==> config.mk <==
export PLATFORM = sky130hd
export DESIGN_NAME = prg_lane
export DESIGN_NICKNAME = d
export VERILOG_FILES = /design/src/rtl/prg_pkg.sv /design/src/rtl/prg_lane.sv
export SDC_FILE = /design/constraint.sdc
export NUM_CORES = 2
export LEC_CHECK = 0
export BUFFER_PORTS_ARGS = -buffer_cell sky130_fd_sc_hd__buf_2
export CORE_ASPECT_RATIO = 0.75
export CORE_MARGIN = 8
export CORE_UTILIZATION = 40
export CTS_CLUSTER_SIZE = 30
export DETAILED_ROUTE_END_ITERATION = 6
export PLACE_DENSITY = 0.61
export SYNTH_ARGS = -nofsm -noshare
export SYNTH_HDL_FRONTEND = slang
export SYNTH_SLANG_ARGS = --single-unit
==> constraint.sdc <==
create_clock -name clk -period 6 [get_ports clk]
set_clock_uncertainty 0.2 [all_clocks]
set_input_delay 0.3 -clock clk [delete_from_list [all_inputs] [get_ports clk]]
set_output_delay 0.3 -clock clk [all_outputs]
set_load 0.005 [all_outputs]
==> src/rtl/prg_pkg.sv <==
`timescale 1ns / 1ps
// ----------------------------------------------------------------------------
// prg_pkg: shared constants and types for the pixel resolve gamma core
// Holds the default parameters, the scale constant and the pipeline tag type.
// ----------------------------------------------------------------------------
package prg_pkg;

  localparam int ACC_WIDTH_DEF = 32;
  localparam int FRAC_BITS_DEF = 16;
  localparam int NUM_LANES     = 3;
  localparam logic [15:0] SCALE_Q8 = 16'd65533;

  // Sideband that travels beside each lane's data.
  typedef struct packed {
    logic valid;
    logic no_weight;
  } prg_tag_t;

endpackage

==> src/rtl/prg_lane.sv <==
`timescale 1ns / 1ps
// ----------------------------------------------------------------------------
// prg_lane: one color channel of the resolve pipeline
// Clamped restoring division, bit-pair square root and Q8 scaling, one
// step per pipeline stage, with a shared advance enable.
// ----------------------------------------------------------------------------
module prg_lane import prg_pkg::*; #(
  parameter int ACC_WIDTH = ACC_WIDTH_DEF,
  parameter int FRAC_BITS = FRAC_BITS_DEF
) (
  input  logic                        clk,
  input  logic                        advance,
  input  logic signed [ACC_WIDTH-1:0] sum,
  input  logic signed [ACC_WIDTH-1:0] weight,
  output logic [7:0]                  code
);

  localparam int F  = FRAC_BITS;
  localparam int RW = ACC_WIDTH + 1;     // remainder width (rem < 2*den)
  localparam int SB = 2 * F + 2;         // sqrt operand width
  localparam int RS = F + 2;             // sqrt root width
  localparam int NS = F + 1;             // sqrt iterations (bit pairs)

  // Front stage: classify and set up the divider.
  logic [RW-1:0] rem_q   [0:F];
  logic [RW-1:0] den_q   [0:F];
  logic [F:0]    quo_q   [0:F];
  logic          sat_q   [0:F];

  always_ff @(posedge clk) begin
    if (advance) begin
      den_q[0] <= RW'(unsigned'(weight));
      quo_q[0] <= '0;
      if (sum <= 0) begin
        rem_q[0] <= '0;
        sat_q[0] <= 1'b0;
      end else begin
        rem_q[0] <= RW'(unsigned'(sum));
        sat_q[0] <= (sum >= weight);
      end
    end
  end

  // Division stages: one quotient bit each.
  for (genvar i = 0; i < F; i++) begin : g_div
    logic [RW-1:0] shifted;
    assign shifted = {rem_q[i][RW-2:0], 1'b0};
    always_ff @(posedge clk) begin
      if (advance) begin
        den_q[i+1] <= den_q[i];
        sat_q[i+1] <= sat_q[i];
        if (shifted >= den_q[i]) begin
          rem_q[i+1] <= shifted - den_q[i];
          quo_q[i+1] <= {quo_q[i][F-1:0], 1'b1};
        end else begin
          rem_q[i+1] <= shifted;
          quo_q[i+1] <= {quo_q[i][F-1:0], 1'b0};
        end
      end
    end
  end

  // Square root stages, operand q * 2^F.
  logic [SB-1:0] rad_q  [0:NS];
  logic [RS-1:0] root_q [0:NS];

  always_ff @(posedge clk) begin
    if (advance) begin
      rad_q[0]  <= sat_q[F] ? SB'(1) << (2 * F) : SB'({quo_q[F], {F{1'b0}}});
      root_q[0] <= '0;
    end
  end

  for (genvar j = 0; j < NS; j++) begin : g_sqrt
    localparam int P = 2 * (NS - 1 - j);
    logic [SB-1:0] trial;
    assign trial = SB'({root_q[j], 2'b01}) << P;
    always_ff @(posedge clk) begin
      if (advance) begin
        if (rad_q[j] >= trial) begin
          rad_q[j+1]  <= rad_q[j] - trial;
          root_q[j+1] <= {root_q[j][RS-2:0], 1'b1};
        end else begin
          rad_q[j+1]  <= rad_q[j];
          root_q[j+1] <= {root_q[j][RS-2:0], 1'b0};
        end
      end
    end
  end

  // Scale by 255.99 and take the top byte.
  logic [RS+15:0] prod;
  always_ff @(posedge clk) begin
    if (advance) prod <= root_q[NS] * SCALE_Q8;
  end
  assign code = prod[F+15:F+8];

endmodule

==> key figures <==
Status
  • Status: finished with violations
  • Failing checks: negative setup slack

Worst setup path
  • Worst-path fanout max: 3
  • Critical Path End Type: register
  • Worst path arrival time: about 6.5 ns
  • Startpoint class of the critical path: register
  • Crit Path Class: register to register
  • CP required: 6.32 ns

Detailed routing
  • Routed WL: approximately 220,000 um
  • DR DRC count: 0
  • Vias per cell: ~5.3
  • Initial drt markers: between 5,000 and 6,000
  • Vias: 67,021
  • ANT nets after route: 0
  • First-pass DRT Iterations: 7
  • DR WL/cell: 17.6 um

GRT
  • Total global routing track utilization: 0.163
  • Largest net degree at the start of global routing: around 200
  • Vias in the first global route: about 66,000
  • First-pass GRT wire length: 356,000 um
  • GRT Residual Overflow: 0
  • Antenna violations before repair: 1

Clock tree
  • Number of buffers created by CTS: between 150 and 200
  • Clk sinks: 1,692
  • Clock-pin slew on the worst setup and hold paths: 0.06 ns
  • CTS HTree Levels: 4
  • Root Driver: clkbuf_16
  • CTS max path bufs: 4
  • CTS tree: built
  • Worst-skew pair later-pin latency: between 0.8 and 0.9 ns

Synth
  • Seq/Total Area, Yosys: 0.509
  • Synth top area cells: edfxtp_1, ha_1, inv_1
  • Synthesized netlist cell count: slightly below 9,000
  • Post-synth EDFFs: 1,690
  • Post-synth cell types: roughly 90
  • Main flop type after synthesis: edfxtp_1
  • Top-area cell type share of the netlist area: 0.508
  • Cell Area, Synth: 99,900 um^2
  • Async SR Flop Fraction: 0
  • Avg Cell Area, Syn: between 10 and 15 um^2
  • Synth warn: 0
  • Yosys reg bits: around 1,700
  • Post-synth top area cell: edfxtp_1
  • Synth Net Count: roughly 9,900

Timing
  • RSZ-0062 raised after global routing: true
  • Setup_tns: -0.365 ns
  • Worst-Margin Slew: 1.32 ns
  • Final Hold Vio Count: 0
  • Pins over their slew limit: 0
  • Tcrit/Tclk final: 1.02
  • Setup violations, final: 5
  • Slew Limit Headroom: 0.110
  • Final min period: slightly above 6 ns
  • Final worst slack: -0.125 ns
  • Highest Clock Rate: 0.163 GHz

Placed design
  • Buffers added on ports: 73
  • Dpl hpwl: about 170,000 um
  • Routability cong.: a little over 0.9

Layout
  • Share of cells above drive strength 1: 0.0870
  • Fillers: between 20,000 and 25,000
  • Fin util: 0.451
  • Commonest non-fill, non-tap cells in the layout: edfxtp_1, inv_1, ha_1, a21oi_1, nand2_1
  • Leading cell type in the layout, fill and taps excluded: edfxtp_1
  • Layout area overhead: 12.5%
  • Total Nets Final: 10,285

Floorplanning
  • Ports: 74
  • Cell Rows: about 160
  • Core area: between 200,000 and 250,000 um^2
  • Die height: 449 um
  • Initial Util: 0.401
  • Die Width: approximately 600 um
  • Die ar.: roughly 270,000 um^2

Power and ir drop
  • Leak: around 46 nW
  • Power Density: approximately 480 nW/um^2
  • Flop pwr share: 0.335
  • Internal power: around 34 mW
  • Comb pwr share: 0.459
  • Maximum VDD drop: 0.000523 V
  • Sw frac: 0.365
  • Clock power frac: 0.205
  • NetSw: between 15 and 20 mW

Flow run
  • Max-Cap Viols: 0

Hold path
  • Worst hold path class: register to register
power groups by stage:
stage | combinational (mW) | clock [mW] | sequential (mW)
detailed placement | 23.5 | 0 | 18.3
global placement | 23.3 | 0 | 18.3
finish | 24.8 | 11.1 | 18.1
global route | 27.8 | 11.8 | 18.3
CTS | 24.2 | 11.4 | 18.1
floorplan | 17.6 | 0 | 17.6
layer usage:
metal | GRT usage | vias to the layer above | part of all wire
met3 | 0.0233 | 382 | 0.050
met5 | 0 | - | 0.000058
met2 | 0.254 | 1609 | 0.44
met4 | 0.0440 | 2 | 0.026
li1 | - | 32811 | -
met1 | 0.237 | 32217 | 0.49
Yosys cell counts (all sizes together) (19+ instances only):
master and instances:
buf 22, a31oi 56, nand4b 19, nor3 129, a21boi 34, o21a 94, o211ai 46, ha 793
nor3b 20, and2 109, a21o 318, mux2 193, nor2b 91, nand4 98, xnor2 355, clkbuf 198
xor2 248, o31ai 55, fa 166, a21oi 628, edfxtp 1690, mux2i 20, a211oi 66, nand3 122
or3 59, nand3b 21, o21bai 85, nor2 457, nand2b 107, o21ai 550, inv 1097, nor4 64
nand2 574, and3 68
per-stage QoR:
step / cell area, um^2 / total power [mW] / hold slack (ns) / worst slack, ns / std cells
after floorplan: 99900 / 35.3 / 0.199 / -0.0258 / 8920
after global placement: 105000 / 41.5 / 0.202 / -0.264 / 12228
after detailed placement: 105000 / 41.8 / 0.205 / -0.253 / 12228
after CTS: 112000 / 53.7 / 0.206 / -0.171 / 12697
after global routing: 112000 / 57.9 / 0.216 / -0.370 / 12701
final: 112000 / 53.9 / 0.199 / -0.125 / 12702
flip-flops by register name (all words and copies together) (netlist names):
| register | flops |
|---|---|
| rad_q | 354 |
| quo_q | 136 |
| den_q | 512 |
| sat_q | 17 |
| prod | 8 |
| rem_q | 512 |
| root_q | 153 |
worst max-delay path, cell delays in order (launching register included):
cell and delay, ns:
edfxtp_1 0.45, buf_6 0.15, fa_2 0.56, inv_2 0.04
fa_1 0.49, inv_2 0.04, fa_1 0.47, fa_1 0.50
fa_1 0.49, inv_1 0.05, fa_1 0.49, inv_2 0.05
ha_4 0.21, a21o_1 0.15, a21o_1 0.18, a21oi_2 0.12
o21ai_1 0.09, or3_4 0.34, a221oi_4 0.22, nor3_2 0.08
o31a_1 0.32, nor2_2 0.11, xnor2_1 0.07
kinds of logic after synthesis:
logic type	share of synthesized area
buffers and inverters	0.0498
and+or+nand+nor	0.100
xor gates and xnor gates	0.0529
other	0.0000376
adders and majority gates	0.133
DFF	0.509
AOI/OAI and AO/OA	0.132
muxes	0.0238
area by class of cell:
| class | count | area [um^2] | area share |
|---|---|---|---|
| clock inverter | 95 | 875 | 0.00778 |
| tap | 3300 | 4130 | 0.0367 |
| clock buffer | 235 | 4930 | 0.0439 |
| multi-input combinational | 5911 | 44500 | 0.396 |
| timing repair buffer | 371 | 3030 | 0.0270 |
| sequential | 1692 | 50800 | 0.452 |
| inverter | 1097 | 4120 | 0.0366 |
| antenna | 1 | 2.50 | 0.0000223 |
final timing paths:
check,start,to,slack [ns],depth (start not counted)
setup reg to reg,root_q[8][23],prod[31],-0.13,22
setup / recovery,root_q[8][23],prod[31],-0.13,22
hold / removal,rad_q[0][31],rad_q[0][65],0.20,0
hold reg to reg,rad_q[0][31],rad_q[0][65],0.20,0
what timing repair did:
action                     in CTS  in global routing
hold buffers                  128                  0
pin swaps                      26                 21
setup endpoints to repair       5                  7
setup buffers                  11                  4
hold endpoints to repair      159                  0
resized for setup              35                 28
Note: power is estimated with default switching activity, not from simulation.
