### config.mk
export PLATFORM = sky130hd
export DESIGN_NAME = prg_merge
export DESIGN_NICKNAME = d
export VERILOG_FILES = /design/src/rtl/prg_pkg.sv /design/src/rtl/prg_merge.sv
export SDC_FILE = /design/constraint.sdc
export NUM_CORES = 1
export LEC_CHECK = 0
export BUFFER_PORTS_ARGS = -buffer_cell sky130_fd_sc_hd__clkbuf_2
export CAP_MARGIN = 25
export CORE_ASPECT_RATIO = 0.7
export CORE_UTILIZATION = 46
export CTS_CLUSTER_SIZE = 8
export DETAILED_ROUTE_END_ITERATION = 8
export GPL_ROUTABILITY_DRIVEN = 0
export PLACE_DENSITY = 0.81
export SLEW_MARGIN = 10
export SYNTH_ARGS = -nofsm -noshare
export SYNTH_HDL_FRONTEND = slang
export SYNTH_SLANG_ARGS = --single-unit
### constraint.sdc
create_clock -name clk -period 1.2 [get_ports clk]
set_input_delay 0.24 -clock clk [delete_from_list [all_inputs] [get_ports clk]]
set_output_delay 0.24 -clock clk [all_outputs]
set_load 0.01 [all_outputs]
### src/rtl/prg_pkg.sv
`timescale 1ns / 1ps
// ----------------------------------------------------------------------------
// prg_pkg: shared constants and types for the pixel resolve gamma core
// Holds the default parameters, the scale constant and the pipeline tag type.
// ----------------------------------------------------------------------------
package prg_pkg;

  localparam int ACC_WIDTH_DEF = 32;
  localparam int FRAC_BITS_DEF = 16;
  localparam int NUM_LANES     = 3;
  localparam logic [15:0] SCALE_Q8 = 16'd65533;

  // Sideband that travels beside each lane's data.
  typedef struct packed {
    logic valid;
    logic no_weight;
  } prg_tag_t;

endpackage

### src/rtl/prg_merge.sv
`timescale 1ns / 1ps
// ----------------------------------------------------------------------------
// prg_merge: output stage of the resolve pipeline
// Combines the lane codes with the weight flag and holds the result register.
// ----------------------------------------------------------------------------
module prg_merge import prg_pkg::*; (
  input  logic       clk,
  input  logic       rst,
  input  logic       advance,
  input  prg_tag_t   tag,
  input  logic [7:0] lane_code [NUM_LANES],
  output logic       out_valid,
  output logic [7:0] red_out,
  output logic [7:0] green_out,
  output logic [7:0] blue_out,
  output logic       no_weight
);

  always_ff @(posedge clk) begin
    if (rst) begin
      out_valid <= 1'b0;
    end else if (advance) begin
      out_valid <= tag.valid;
    end
  end

  always_ff @(posedge clk) begin
    if (advance) begin
      no_weight <= tag.no_weight;
      red_out   <= tag.no_weight ? 8'd0 : lane_code[0];
      green_out <= tag.no_weight ? 8'd0 : lane_code[1];
      blue_out  <= tag.no_weight ? 8'd0 : lane_code[2];
    end
  end

endmodule

==> results of run 1 <==
## final cells by class
| type | count | area, sq um |
|---|---|---|
| sequential | 26 | 771 |
| fill | 134 | 592 |
| timing repair buffer | 57 | 305 |
| multi-input combinational | 26 | 204 |
| clock inverter | 1 | 30.0 |
| tap | 22 | 27.5 |
| clock buffer | 3 | 22.5 |
## through the flow
step	instances	hold slack (ns)	power [W]
5_1_grt	135	0.0502	0.00198
6_report	135	0.0661	0.00189
3_3_place_gp	131	0.399	0.00133
2_1_floorplan	54	0.312	0.00121
4_1_cts	135	0.0548	0.00191
3_5_place_dp	131	0.403	0.00134
## synth_stat cells
library cell / n
buf_6: 2
nor2b_1: 6
nor2b_2: 14
dfxtp_1: 1
nor2_1: 1
mux2i_1: 1
and2b_1: 4
edfxtp_1: 25
## per-layer routing
layer	share of wire, %	wire [um]	vias to the layer above
li1	-	-	305
met1	41	631	281
met2	50	766	29
met5	0	0	-
met3	8.3	129	2
met4	1.2	19	0
## kinds of logic after synthesis
logic type | Yosys count | synth area share (%)
buf+inv | 2 | 2.26
simple gates | 25 | 19.4
flops | 26 | 77.3
mux | 1 | 1.00
## flip-flops by register name (all words and copies together) (netlist names)
| signal | flops |
|---|---|
| blue_out | 8 |
| green_out | 8 |
| no_weight | 1 |
| out_valid | 1 |
| red_out | 8 |
## power breakdown
group / total [W] / switching, W / leakage [nW] / internal, W
clock network: 0.000580 / 0.000243 / 0.0279 / 0.000338
registers: 0.00109 / 0.0000162 / 0.249 / 0.00107
logic: 0.000226 / 0.000110 / 0.331 / 0.000116
total: 0.00189 / 0.000369 / 0.608 / 0.00152
## how the worst max path moves through the flow
stage                      from          end  slack [ns]  depth (start not counted)
floorplan                tag[0]  blue_out[0]        0.54                          2
global placement         tag[0]  blue_out[0]        0.29                          3
detailed placement       tag[0]  blue_out[1]        0.26                          3
CTS                 blue_out[3]  blue_out[3]        0.08                          1
global route        blue_out[3]  blue_out[3]        0.05                          1
finish              blue_out[3]  blue_out[3]        0.10                          1
==> reports/metrics.cfg, run 1 <==
[run]
drv_cap=0

[layout]
layout_commonest_cell=clkbuf_2
drive_gt1_share_pct=66.4
fin_nets=143
diodes=0
finish.utilization_pct=69.7
synthToLayoutAreaGrowth_pct=36.4
stdcell_area_sq_um=1360
final_cell_mix=54 x clkbuf_2, 25 x edfxtp_1, 14 x nor2b_2

[timing]
fmax_mhz=909
rsz0062_at_grt=no
tightest_slew_ns=0.192
slew_violations=0
relSlewSlack_pct=87.2
final.setup.tns_ns=0
skew_ns=0
min_period_ns=1.10
setup_viol=0
finalCritPeriodShare_pct=91.7
finalWorstSetupSlack_ns=0.100
hold_viol=0

[yosys]
ys_ff_latch=26
syn-mean-instance-area_sq_um=18.5
synth_area_sq_um=997
yosysTopAreaCellShare_pct=75.3
ys_warn_count=0
yosysSeqAreaShare_pct=77.3
syn_nets=83
yosys.area.top_type=edfxtp_1
synth_cell_types=8
synthCells=54
synth_area_leaders=edfxtp_1 75%, nor2b_2 12%, nor2b_1 3.8%

[global_routing]
grt_pass1_wl_um=2240
antenna_found_initial=0
grt_max_degree=27
grt_pass1_vias=521
grt-busiest-layer=met2
grtUsageMet1_pct=13.8
track_usage_pct=14.2
grt_remaining_overflow=0
use_met2_pct=27.0
met3_usage_pct=6.31

[die]
die_y_um=41.0
pin_count=55
start_util_pct=51.1
die_w_um=57.7
core.rowCount=13
dieArea_sq_um=2360
core_area_sq_um=1950

[setup_path]
crit_family=flip-flops
crit_chain=clkbuf_2
r2r-start=out_valid
r2r_setup_slack_ns=0.61
crit_buf_inv=1
cp_slowest_cell=edfxtp_1
cp.arrival_ns=0.86
cp_slowest_stage_delay_ns=0.40
cp.required_ns=0.96
critPathLaunchType=register
worstReg2RegEnd=out_valid
crit_type=register to output pin
crit_fanout=1
reg2reg_depth=2
end_kind=output pin

[cts]
post-cts-setup-buffers=0
root_buffer=clkbuf_4
cts_tree=built
ctsHoldBuffers=0
cts.clk_slew.worst_paths_ns=0.14
insertion_delay_ns=0.31
clkSinkCount=26
h-tree-depth=1
numCtsBuffers=3
clockBufferDepth=2
cts_resized=0

[worst_hold_path]
min_to=out_valid
hold_depth=2
hold_path_startpoint=rst
hold_class=input port to register

[status]
status=finished with violations
violations=DRC

[detailed_routing]
drt_iter0_markers=25
drc=4
drt_wl_total_um=1550
via_per_inst=4.57
wl_per_cell_um=11.5
vias=617
firstDrtPassIters=8
ant_nets=0

[power_and_ir_drop]
power_density_nw_per_um2=1390
peakVddDrop_mv=0.906
leakagePower_nw=0.608

[place]
hpwl_um=1170
dpl-instance-area_sq_um=1310
pre_cts_ws_ns=0.258
io_buffers=54

(Power assumes the default switching activity.)
==> inputs of run 2 (changes only) <==
--- a/config.mk
+++ b/config.mk
@@ -8,11 +8,11 @@
 export BUFFER_PORTS_ARGS = -buffer_cell sky130_fd_sc_hd__clkbuf_2
 export CAP_MARGIN = 25
 export CORE_ASPECT_RATIO = 0.7
-export CORE_UTILIZATION = 46
+export CORE_UTILIZATION = 42
 export CTS_CLUSTER_SIZE = 8
 export DETAILED_ROUTE_END_ITERATION = 8
 export GPL_ROUTABILITY_DRIVEN = 0
-export PLACE_DENSITY = 0.81
+export PLACE_DENSITY = 0.75
 export SLEW_MARGIN = 10
 export SYNTH_ARGS = -nofsm -noshare
 export SYNTH_HDL_FRONTEND = slang
==> constraint.sdc (replaced) <==
create_clock -name clk -period 1.25 [get_ports clk]
set_input_delay 0.25 -clock clk [delete_from_list [all_inputs] [get_ports clk]]
set_output_delay 0.25 -clock clk [all_outputs]
set_load 0.01 [all_outputs]
==> run 2 against run 1 <==
Effect of this change:
- the flow now finishes without violations
- clock power fell by 4.3%
- clock skew is the same
- hold slack improved by 0.0024 ns
- combinational power is 4% lower
- utilization shrank 6.8 points
- sequential share of layout area fell by 0.72 points
- register-to-register slack improved by 0.06 ns
- sequential power down 4%
- die area grew 9.1%
==> reports/metrics.cfg, run 2 (synthesis results as in run 1) <==
[cts]
cts_resized=0
clockBufferDepth=2
numCtsBuffers=3
cts_tree=built
root_buffer=clkbuf_4
h-tree-depth=1
ctsHoldBuffers=0
post-cts-setup-buffers=0
cts.clk_slew.worst_paths_ns=0.13
insertion_delay_ns=0.31
clkSinkCount=26

[timing]
rsz0062_at_grt=no
final.setup.tns_ns=0
min_period_ns=1.10
relSlewSlack_pct=87.2
fmax_mhz=906
finalCritPeriodShare_pct=88.3
tightest_slew_ns=0.191
hold_viol=0
skew_ns=0
slew_violations=0
setup_viol=0

[setup_path]
end_kind=output pin
crit_type=register to output pin
cp_slowest_cell=edfxtp_1
cp_slowest_stage_delay_ns=0.40
crit_buf_inv=1
crit_chain=clkbuf_2
crit_family=flip-flops
critPathLaunchType=register
crit_fanout=1
cp.arrival_ns=0.85
cp.required_ns=1.00

[detailed_routing]
drt_iter0_markers=2
drt_wl_total_um=1550
drc=0
via_per_inst=4.23
wl_per_cell_um=10.7
ant_nets=0
vias=609
firstDrtPassIters=2

[global_routing]
antenna_found_initial=0
grt_pass1_vias=603
grt_pass1_wl_um=2330
grt_remaining_overflow=0
grt_max_degree=22
track_usage_pct=13.2

[die]
core_area_sq_um=2190
core.rowCount=14
die_w_um=60.2
start_util_pct=45.5
die_y_um=42.8
pin_count=55
dieArea_sq_um=2580

[layout]
final_cell_mix=54 x clkbuf_2, 25 x edfxtp_1, 14 x nor2b_2
fin_nets=142
layout_commonest_cell=clkbuf_2
synthToLayoutAreaGrowth_pct=38.1
drive_gt1_share_pct=66.1
finish.utilization_pct=62.9
diodes=0
reg_top3=blue_out x8, green_out x8, red_out x8

[place]
io_buffers=54

[power_and_ir_drop]
peakVddDrop_mv=0.821
p_total_w=0.00182
leakagePower_nw=0.608
power_density_nw_per_um2=1320

[run]
drv_cap=0

[status]
status=complete, no violations

[worst_hold_path]
hold_class=input port to register

## run 2: cell count changes in the layout (fill, tap and decap cells not counted)
cell,change
buf_12,+1
buf_4,-2
## run 2: power breakdown
| group | leakage [nW] | total (W) | internal [W] | switching, W |
|---|---|---|---|---|
| sequential | 0.249 | 0.00105 | 0.00103 | 0.0000173 |
| clock | 0.0279 | 0.000555 | 0.000324 | 0.000231 |
| combinational | 0.330 | 0.000218 | 0.000113 | 0.000105 |
## run 2: final cells by class
| cell class | instances | area, sq um |
|---|---|---|
| fillers | 188 | 812 |
| flip-flops and latches | 26 | 771 |
| repair buffers | 56 | 310 |
| multi-input cells | 26 | 204 |
| well taps | 32 | 40.0 |
| clock inverters | 1 | 30.0 |
| clock buffers | 3 | 22.5 |
## run 2: final timing paths
check	from	end	slack, ns	cells past startpoint
hold reg to reg	out_valid	out_valid	0.51	2
hold / removal	rst	out_valid	0.07	2
setup reg to reg	out_valid	out_valid	0.67	2
setup / recovery	green_out[0]	green_out[0]	0.15	1
## run 2: routing by layer
metal | vias to the layer above | share of wire (%) | wire, um | global-route usage, %
met5 | - | 0 | 0 | 0
met1 | 272 | 36 | 564 | 12.1
li1 | 303 | - | - | -
met4 | 0 | 0.52 | 8 | 4.19
met2 | 32 | 51 | 795 | 23.7
met3 | 2 | 12 | 178 | 7.93
## run 2: per-stage QoR
| step | setup WS [ns] | std cells | cell area, sq um | hold WS, ns |
|---|---|---|---|---|
| floorplan | 0.583 | 54 | 997 | 0.322 |
| global placement | 0.314 | 140 | 1330 | 0.408 |
| detailed placement | 0.297 | 140 | 1330 | 0.411 |
| CTS | 0.115 | 144 | 1380 | 0.0525 |
| global route | 0.0862 | 144 | 1380 | 0.0595 |
| finish | 0.146 | 144 | 1380 | 0.0685 |
## run 2: worst reg2reg max path: cells and delay by family, from the launching register on
kind | cells | cell delay [ns]
DFF | 1 | 0.33
muxes | 1 | 0.12
and+or+nand+nor | 1 | 0.05
